--- src/hw/rtl/lsp_pkg.sv ---
// Shared types and constants for the LIFO stack with peek and poke.
// No dependencies; used by every module under hw/rtl.
`default_nettype none

package lsp_pkg;

	// Fixed widths of the request, result and configuration fields
	localparam int ACT_W     = 3;
	localparam int VAL_W     = 32;
	localparam int POS_W     = 8;
	localparam int CNT_OUT_W = 9;
	localparam int CFG_W     = 9;
	localparam int CFG_IDX_W = 1;

	// Parameter defaults
	localparam int DEPTH_DEF      = 256;
	localparam int DATA_WIDTH_DEF = 32;

	// Configuration reset values
	localparam logic [CFG_W-1:0] INIT_CAP_RST  = 9'd256;
	localparam logic [CFG_W-1:0] GROW_STEP_RST = 9'd0;

	// Configuration register indexes
	localparam logic [CFG_IDX_W-1:0] CFG_INIT_CAP  = 1'd0;
	localparam logic [CFG_IDX_W-1:0] CFG_GROW_STEP = 1'd1;

	// Request action codes
	typedef enum logic [ACT_W-1:0] {
		ACT_PUSH    = 3'd0,
		ACT_POP     = 3'd1,
		ACT_POKE    = 3'd2,
		ACT_PEEK    = 3'd3,
		ACT_PEEK_AT = 3'd4
	} action_t;

	// Controller states
	typedef enum logic [1:0] {
		ST_IDLE,
		ST_EXEC,
		ST_RESULT
	} state_t;

	// Controller to datapath commands
	typedef struct packed {
		logic capture;  // latch a new request
		logic exec;     // update stack, access memory
		logic emit;     // result on the ports this cycle
	} cmd_t;

	// Configuration register contents
	typedef struct packed {
		logic [CFG_W-1:0] init_cap;
		logic [CFG_W-1:0] grow_step;
	} cfg_t;

endpackage

`default_nettype wire

--- src/hw/rtl/lsp_cfg.sv ---
// Configuration registers: initial capacity and growth step.
// Depends on lsp_pkg.
`default_nettype none

module lsp_cfg (
	input  wire logic                            clk,
	input  wire logic                            arst_n,
	input  wire logic                            we,
	input  wire logic [lsp_pkg::CFG_IDX_W-1:0]   idx,
	input  wire logic [lsp_pkg::CFG_W-1:0]       wdata,
	output lsp_pkg::cfg_t                        cfg
);

	logic [lsp_pkg::CFG_W-1:0] init_cap_q;
	logic [lsp_pkg::CFG_W-1:0] grow_step_q;

	// register writes, decoded by index
	always_ff @(posedge clk or negedge arst_n) begin
		if (!arst_n) begin
			init_cap_q  <= lsp_pkg::INIT_CAP_RST;
			grow_step_q <= lsp_pkg::GROW_STEP_RST;
		end else if (we) begin
			case (idx)
				lsp_pkg::CFG_INIT_CAP:  init_cap_q  <= wdata;
				lsp_pkg::CFG_GROW_STEP: grow_step_q <= wdata;
				default: ;
			endcase
		end
	end

	assign cfg.init_cap  = init_cap_q;
	assign cfg.grow_step = grow_step_q;

endmodule

`default_nettype wire

--- config.mk ---
export PLATFORM = sky130hd
export DESIGN_NAME = lsp_cfg
export DESIGN_NICKNAME = d
export VERILOG_FILES = /design/src/hw/rtl/lsp_pkg.sv /design/src/hw/rtl/lsp_cfg.sv
export SDC_FILE = /design/constraint.sdc
export NUM_CORES = 1
export LEC_CHECK = 0
export BUFFER_PORTS_ARGS = -buffer_cell sky130_fd_sc_hd__buf_2
export CAP_MARGIN = 20
export CELL_PAD_IN_SITES_DETAIL_PLACEMENT = 2
export CELL_PAD_IN_SITES_GLOBAL_PLACEMENT = 2
export CORE_ASPECT_RATIO = 0.75
export CORE_MARGIN = 8
export CORE_UTILIZATION = 31
export DETAILED_ROUTE_END_ITERATION = 8
export MAX_ROUTING_LAYER = met4
export PLACE_DENSITY_LB_ADDON = 0.1
export SKIP_LAST_GASP = 1
export SLEW_MARGIN = 40
export SYNTH_ARGS = -nofsm -noshare
export SYNTH_HDL_FRONTEND = slang
export SYNTH_SLANG_ARGS = --single-unit
--- constraint.sdc ---
create_clock -name clk -period 1.6 [get_ports clk]
set_clock_uncertainty 0.15 [all_clocks]
set_input_delay 0.4 -clock clk [delete_from_list [all_inputs] [get_ports clk]]
set_output_delay 0.4 -clock clk [all_outputs]
set_load 0.02 [all_outputs]
[Word-level counts from Yosys, hierarchy flattened]
Cells that the tools add are included.
Widths: inputs -> output; s select.
Cells by class
  add/subtract/negate cells: 0
  multiply operators: 0
  div/mod/pow operators: 0
  magnitude comparators: 0
  equality and inequality tests: 0
  shift-type cells: 0
  mux-type cells: 0
  bitwise gates (word level): 1
  reductions and logical operators: 2
Operators with widths (count)
  $reduce_and 2->1: 2
  $not 1->1: 1
Storage, ports and cells
  register bits after elaboration: 18
  bits in latches: 0
  RAM bits: 0
  ROM bits: 0
  input bits: 13
  output and inout port bits: 18
  logic and storage cells: 5
  memories kept: 0

[Depth between registers and ports, before layout]
Gate-level depths: netlist of the first run.
  depth after elaboration: 2
  mapped depth: 3
  gate-level depth less buffers: 2

[Worst setup path before layout of the first run]
OpenSTA, ideal clock, no wires.
  path kind: input to register
  from: input port we
  to: register init_cap_q[0] in the netlist's numbering
  library setup time: 0.125 ns
  data arrival time: 0.957 ns
  data required time: 1.325 ns
  path slack: 0.368 ns
  stages: 3
  path buffers: 1
  path through: nor2b_4 > buf_6 > mux2_2
Between the ends
  word-level cells in the longest chain between the ends: 1
Ends and longest elaborated chain
  from (decl): line lsp_cfg.sv:8  | input wire logic we,
  $reduce_and 2->1 (no source line)
  to (signal assigned): line lsp_cfg.sv:20  | init_cap_q <= lsp_pkg::INIT_CAP_RST;
  to (signal assigned): line lsp_cfg.sv:24  | lsp_pkg::CFG_INIT_CAP: init_cap_q <= wdata;
  to (decl): line lsp_cfg.sv:14  | logic [lsp_pkg::CFG_W-1:0] init_cap_q;
No other way between the ends.
A chain may end at the register's enable or synchronous reset.

[Worst setup path in the final report of the first run]
  from: register init_cap_q[8] in the netlist's numbering
  to: output port cfg[17] in the netlist's numbering
RTL lines
  to (decl): line lsp_cfg.sv:11  | output lsp_pkg::cfg_t cfg
No word-level cell between the ends.

==> results of run 1 <==
[cells by family (layout without fill, tap and decap cells)]
group	after synthesis	in the layout
muxes	18	18
and+or+nand+nor	2	2
DFF	18	18
buffers and inverters	1	35
[per-stage QoR]
| step | util, % | total power, mW | hold slack, ps | worst slack, ps |
|---|---|---|---|---|
| 2_1_floorplan | - | 0.727 | -45.6 | 368 |
| 3_3_place_gp | 41.7 | 0.835 | 205 | 166 |
| 3_5_place_dp | 41.7 | 0.846 | 209 | 146 |
| 4_1_cts | 43.5 | 1.09 | 191 | 50.6 |
| 5_1_grt | 43.5 | 1.13 | 188 | 25.0 |
| 6_report | 43.5 | 1.06 | 199 | 73.1 |
[sequential cells by signal, indices dropped and copies added (netlist names)]
name         cells
grow_step_q      9
init_cap_q       9
[cell type report]
| type | instances | area [µm²] |
|---|---|---|
| clock buffer | 4 | 26.3 |
| fill | 219 | 1160 |
| multi-input combinational | 20 | 223 |
| sequential | 18 | 452 |
| tap | 24 | 30.0 |
| timing repair buffer | 31 | 160 |
[worst max path at each step]
stage                                to  slack, ps
final                           cfg[17]         70
after global routing            cfg[17]         20
after CTS                       cfg[17]         50
after detailed placement  init_cap_q[7]        150
after global placement    init_cap_q[3]        170
after floorplan           init_cap_q[0]        370
[what timing repair did]
action / in CTS / in global routing
setup buffers: 0 / 0
hold buffers: 1 / 0
gates resized for setup: 0 / 0
endpoints found under the hold margin: 17 / 0
[routing by layer]
metal | vias up | share of wire, % | GRT usage [%]
met4 | 0 | 0 | 0
met3 | 0 | 7.8 | 4.91
met5 | - | 0 | -
li1 | 205 | - | -
met1 | 220 | 45 | 10.9
met2 | 19 | 47 | 13.0
[power breakdown]
group / switching (mW) / internal (mW) / leakage, nW
registers: 0.0311 / 0.524 / 0.210
logic: 0.160 / 0.115 / 0.204
clock network: 0.136 / 0.0969 / 0.0150
[synthesized netlist by cell type]
cell type  number  area (µm²)
buf_6           1        11.3
dfstp_2         1        26.3
nor2b_4         1        13.8
mux2_2         18         203
nand2_2         1        6.26
dfrtp_1        17         425
==> results.toml, run 1 <==
[global_routing]
antenna_found_initial = 0
grt_start_max_net_pins = 19
first_global_vias = 498
grt_pass1_wl_mm = 2.69
grt_usage_pct = 8.80
grt-ovfl-total = 0

[placement]
port_buffers = 30
place_area_um2 = 855
gp_congestion = 0.670
dp.cells = 92

[final_layout]
diodes = 0
final_cell_mix = "buf_2, mux2_2, dfrtp_1, clkbuf_4"
final_common_cell = "buf_2"
drive_gt1_share_pct = 74.0
finish.instance_area_um2 = 891
nets = 87
syn_to_final_growth_pct = 29.9
fin_cells = 97

[routing]
wl_per_cell_um = 16.7
dr.pass1.iters = 2
drc = 0
routed_wl_mm = 1.62
ant_nets = 0
via_count = 444
drtIter0Drc = 11
viasPerCell = 4.58

[run_status]
outcome = "finished clean"

[timing]
maxSlewViolCount = 0
rsz0062_at_grt = "false"
relSlewSlack_pct = 73.2
finalCriticalPeriod_ps = 1530
fin_crit_sh_pct = 95.4
tightest_slew_ps = 402
hold_viol = 0
setup_violations = 0
fin_tns_setup_ps = 0
fmax_mhz = 655

[critical_path]
max_stage_delay_ps = 530
reg2reg_to = "grow_step_q[6]"
startpoint = "init_cap_q[8]"
cp_slowest_cell = "dfstp_2"
reg2reg_from = "grow_step_q[6]"
r2r_cells = 1
crit_arrival_ps = 980
cp_top_family = "flip-flops"
cp.depth = 1
critPathCaptureType = "output port"
path_class = "reg -> out"
crit_required_ps = 1050
cp_max_fo = 2
startpoint_type = "flop"
path_buf_inv = 1
critical_path.cell_chain = "buf_2"
reg2reg_setup_slack_ps = 680

[logic_synthesis]
synthMuxAreaShare_pct = 29.6
synth_fa_ha_area_share_pct = 0
synth.net_count = 52
avgSynthCellArea_um2 = 17.6
ys_types = 6
ys_warn_count = 0
synth-seq-cells = 18
synth_compound_area_share_pct = 0
synth_top_family_by_area = "multiplexers"
synth-simple-area-share_pct = 2.92
netlist_instances = 39
netlist_area_um2 = 686
synth_xor_area_share_pct = 0
yosysSeqAreaShare_pct = 65.9

[clocking]
cts_tree = "done"
clk_latency_ps = 280
root_buffer = "clkbuf_4"
clk_pin_slew_ps = 100
cts_made_buffers = 3
clkSinkCount = 18
htreeDepth = 1
clk_path_buf_depth = 2

[die]
die_area_um2 = 3990
io_pins = 31
core_area_um2 = 2050
rows = 14
start_util_pct = 33.5
die_h_um = 56.7
die_w_um = 70.3

[worst_hold_path]
min_path_cells = 2
min_to = "init_cap_q[1]"
min-delay-start = "wdata[1]"
hold_class = "in -> reg"

[pwr]
power-per-cell-area_nw_per_um2 = 1190
ir_worst_vdd_uv = 684
leakage_nw = 0.429

[job]
maxCapViolations = 0
Note: power is estimated with default switching activity, not from simulation.
==> run 2: changes to the inputs <==
--- a/config.mk
+++ b/config.mk
@@ -5,13 +5,14 @@
 export SDC_FILE = /design/constraint.sdc
 export NUM_CORES = 1
 export LEC_CHECK = 0
+export ABC_AREA = 1
 export BUFFER_PORTS_ARGS = -buffer_cell sky130_fd_sc_hd__buf_2
 export CAP_MARGIN = 20
 export CELL_PAD_IN_SITES_DETAIL_PLACEMENT = 2
 export CELL_PAD_IN_SITES_GLOBAL_PLACEMENT = 2
 export CORE_ASPECT_RATIO = 0.75
 export CORE_MARGIN = 8
-export CORE_UTILIZATION = 31
+export CORE_UTILIZATION = 27
 export DETAILED_ROUTE_END_ITERATION = 8
 export MAX_ROUTING_LAYER = met4
 export PLACE_DENSITY_LB_ADDON = 0.1
==> run 2 against run 1 <==
- clock-buffer cell count did not move
- die area grew 16%
- cell area is 6.0% higher
- highest routed layer is now met4
- non-clock buffer count did not move
==> results.toml, run 2 <==
[global_routing]
use_met1_pct = 11.7
first_global_vias = 762
grt_pass1_wl_mm = 3.62
top_usage_layer = "met2"
antenna_found_initial = 0
grt_usage_pct = 10.0
met2_usage_pct = 16.7
use_met3_pct = 2.92
grt-ovfl-total = 0
grt_start_max_net_pins = 21

[die]
rows = 16
die_h_um = 61.1
io_pins = 31
start_util_pct = 28.3
die_area_um2 = 4640
core_area_um2 = 2580
die_w_um = 76.1

[placement]
dp.cells = 141
port_buffers = 30
hpwl_mm = 1.63
dpl_worst_slack_ps = 271
gp_congestion = 0.727

[pwr]
ir_worst_vdd_uv = 534
switching_share_pct = 31.7
power-per-cell-area_nw_per_um2 = 1130
leakage_nw = 0.543
switching_power_uw = 339
p_int_uw = 731
combPwrFrac_pct = 23.1
power_frac_clock_pct = 26.3
p_seq_share_pct = 50.6

[clocking]
clkSinkCount = 18
post_cts_resize_count = 0
clk_path_buf_depth = 2
clk_pin_slew_ps = 110
cts_tree = "done"
htreeDepth = 1
root_buffer = "clkbuf_4"
clk_latency_ps = 290
holdBufCountCts = 1
postCtsSetupBuffers = 0
cts_made_buffers = 3

[job]
maxCapViolations = 0

[routing]
ant_nets = 0
via_count = 668
drc = 0
dr.pass1.iters = 2
drtIter0Drc = 8
viasPerCell = 4.58
routed_wl_mm = 2.11
wl_per_cell_um = 14.4

[worst_hold_path]
hold_class = "in -> reg"
min_path_cells = 3
min-delay-start = "wdata[8]"
min_to = "init_cap_q[8]"

[critical_path]
reg2reg_to = "init_cap_q[8]"
cp_top_family = "flip-flops"
max_stage_delay_ps = 540
crit_required_ps = 1050
path_buf_inv = 1
reg2reg_setup_slack_ps = 750
r2r_cells = 2
crit_arrival_ps = 990
critical_path.cell_chain = "buf_2"
reg2reg_from = "init_cap_q[8]"
cp_max_fo = 2
startpoint_type = "flop"
path_class = "reg -> out"
cp_slowest_cell = "dfstp_2"
critPathCaptureType = "output port"

[timing]
rsz0062_at_grt = "false"
fin_tns_setup_ps = 0
setup_violations = 0
relSlewSlack_pct = 72.1
fin_crit_sh_pct = 96.0
worst_slack_ps = 64.3
maxSlewViolCount = 0
tightest_slew_ps = 419
hold_viol = 0
finalCriticalPeriod_ps = 1540
fmax_mhz = 651

[logic_synthesis]
synth_top_area_share_pct = 58.2
yosysSeqAreaShare_pct = 61.8
netlist_area_um2 = 731
yosysMostFrequentCell = "nand2_1"
ys.flop_type = "dfrtp_1"
netlist_instances = 78
avgSynthCellArea_um2 = 9.37
ys_types = 8
netlist_top_cells_area = "dfrtp_1, nand2_1, nand3_1, dfstp_2, buf_6"
synth-seq-cells = 18
synth.net_count = 91
yosysTopAreaCell = "dfrtp_1"
synth_common_cells = "nand2_1, nand3_1, dfrtp_1"
synth_edf_count = 0
synth-async-reset-ratio_pct = 100
ys_warn_count = 0

[final_layout]
diodes = 0
biggestRegsByFlops = "grow_step_q x9, init_cap_q x9"
drive_gt1_share_pct = 34.5
fin_cells = 146
final_common_cell = "nand2_1"
nets = 124
final_cell_mix = "nand2_1, buf_2, nand3_1, dfrtp_1, clkbuf_4"
syn_to_final_growth_pct = 29.3

[run_status]
outcome = "finished clean"
-- run 2: power by group through the flow --
stage	Clock [mW]	Sequential, mW	Combinational (mW)
floorplan	0	0.623	0.0727
global placement	0	0.549	0.246
detailed placement	0	0.551	0.253
CTS	0.293	0.542	0.255
global route	0.306	0.550	0.275
finish	0.282	0.541	0.247
-- run 2: layer usage --
layer	share of wire [%]	vias to the layer above	wire [µm]
met1	50	333	1050
met2	45	17	944
li1	-	316	-
met4	0.57	0	12
met5	0	-	0
met3	4.7	2	98
-- run 2: kinds of logic after synthesis --
logic type             Yosys count  share of synthesized area (%)
and+or+nand+nor                 56                           33.9
DFF                             18                           61.8
buffers and inverters            4                           4.28
-- run 2: cell type report --
| cell class | instances | area [µm²] |
|---|---|---|
| clock buffer | 4 | 36.3 |
| fill | 291 | 1640 |
| inverter | 1 | 3.75 |
| multi-input combinational | 56 | 248 |
| sequential | 18 | 452 |
| tap | 36 | 45.0 |
| timing repair buffer | 31 | 160 |
-- run 2: through the flow --
stage | hold slack [ps] | utilization [%] | power (mW) | instance area, µm²
final | 188 | 36.6 | 1.07 | 945
after global routing | 198 | 36.6 | 1.13 | 945
after CTS | 183 | 36.6 | 1.09 | 945
after detailed placement | 212 | 34.8 | 0.804 | 898
after global placement | 209 | 34.8 | 0.795 | 898
after floorplan | -45.6 | - | 0.696 | 731
-- run 2: worst max path at each step --
stage                              from             to  cells past startpoint
after detailed placement            idx  init_cap_q[3]                      5
after CTS                 init_cap_q[8]        cfg[17]                      1
after global routing      init_cap_q[8]        cfg[17]                      1
after global placement              idx  init_cap_q[3]                      5
after floorplan           init_cap_q[8]        cfg[17]                      0
final                     init_cap_q[8]        cfg[17]                      1
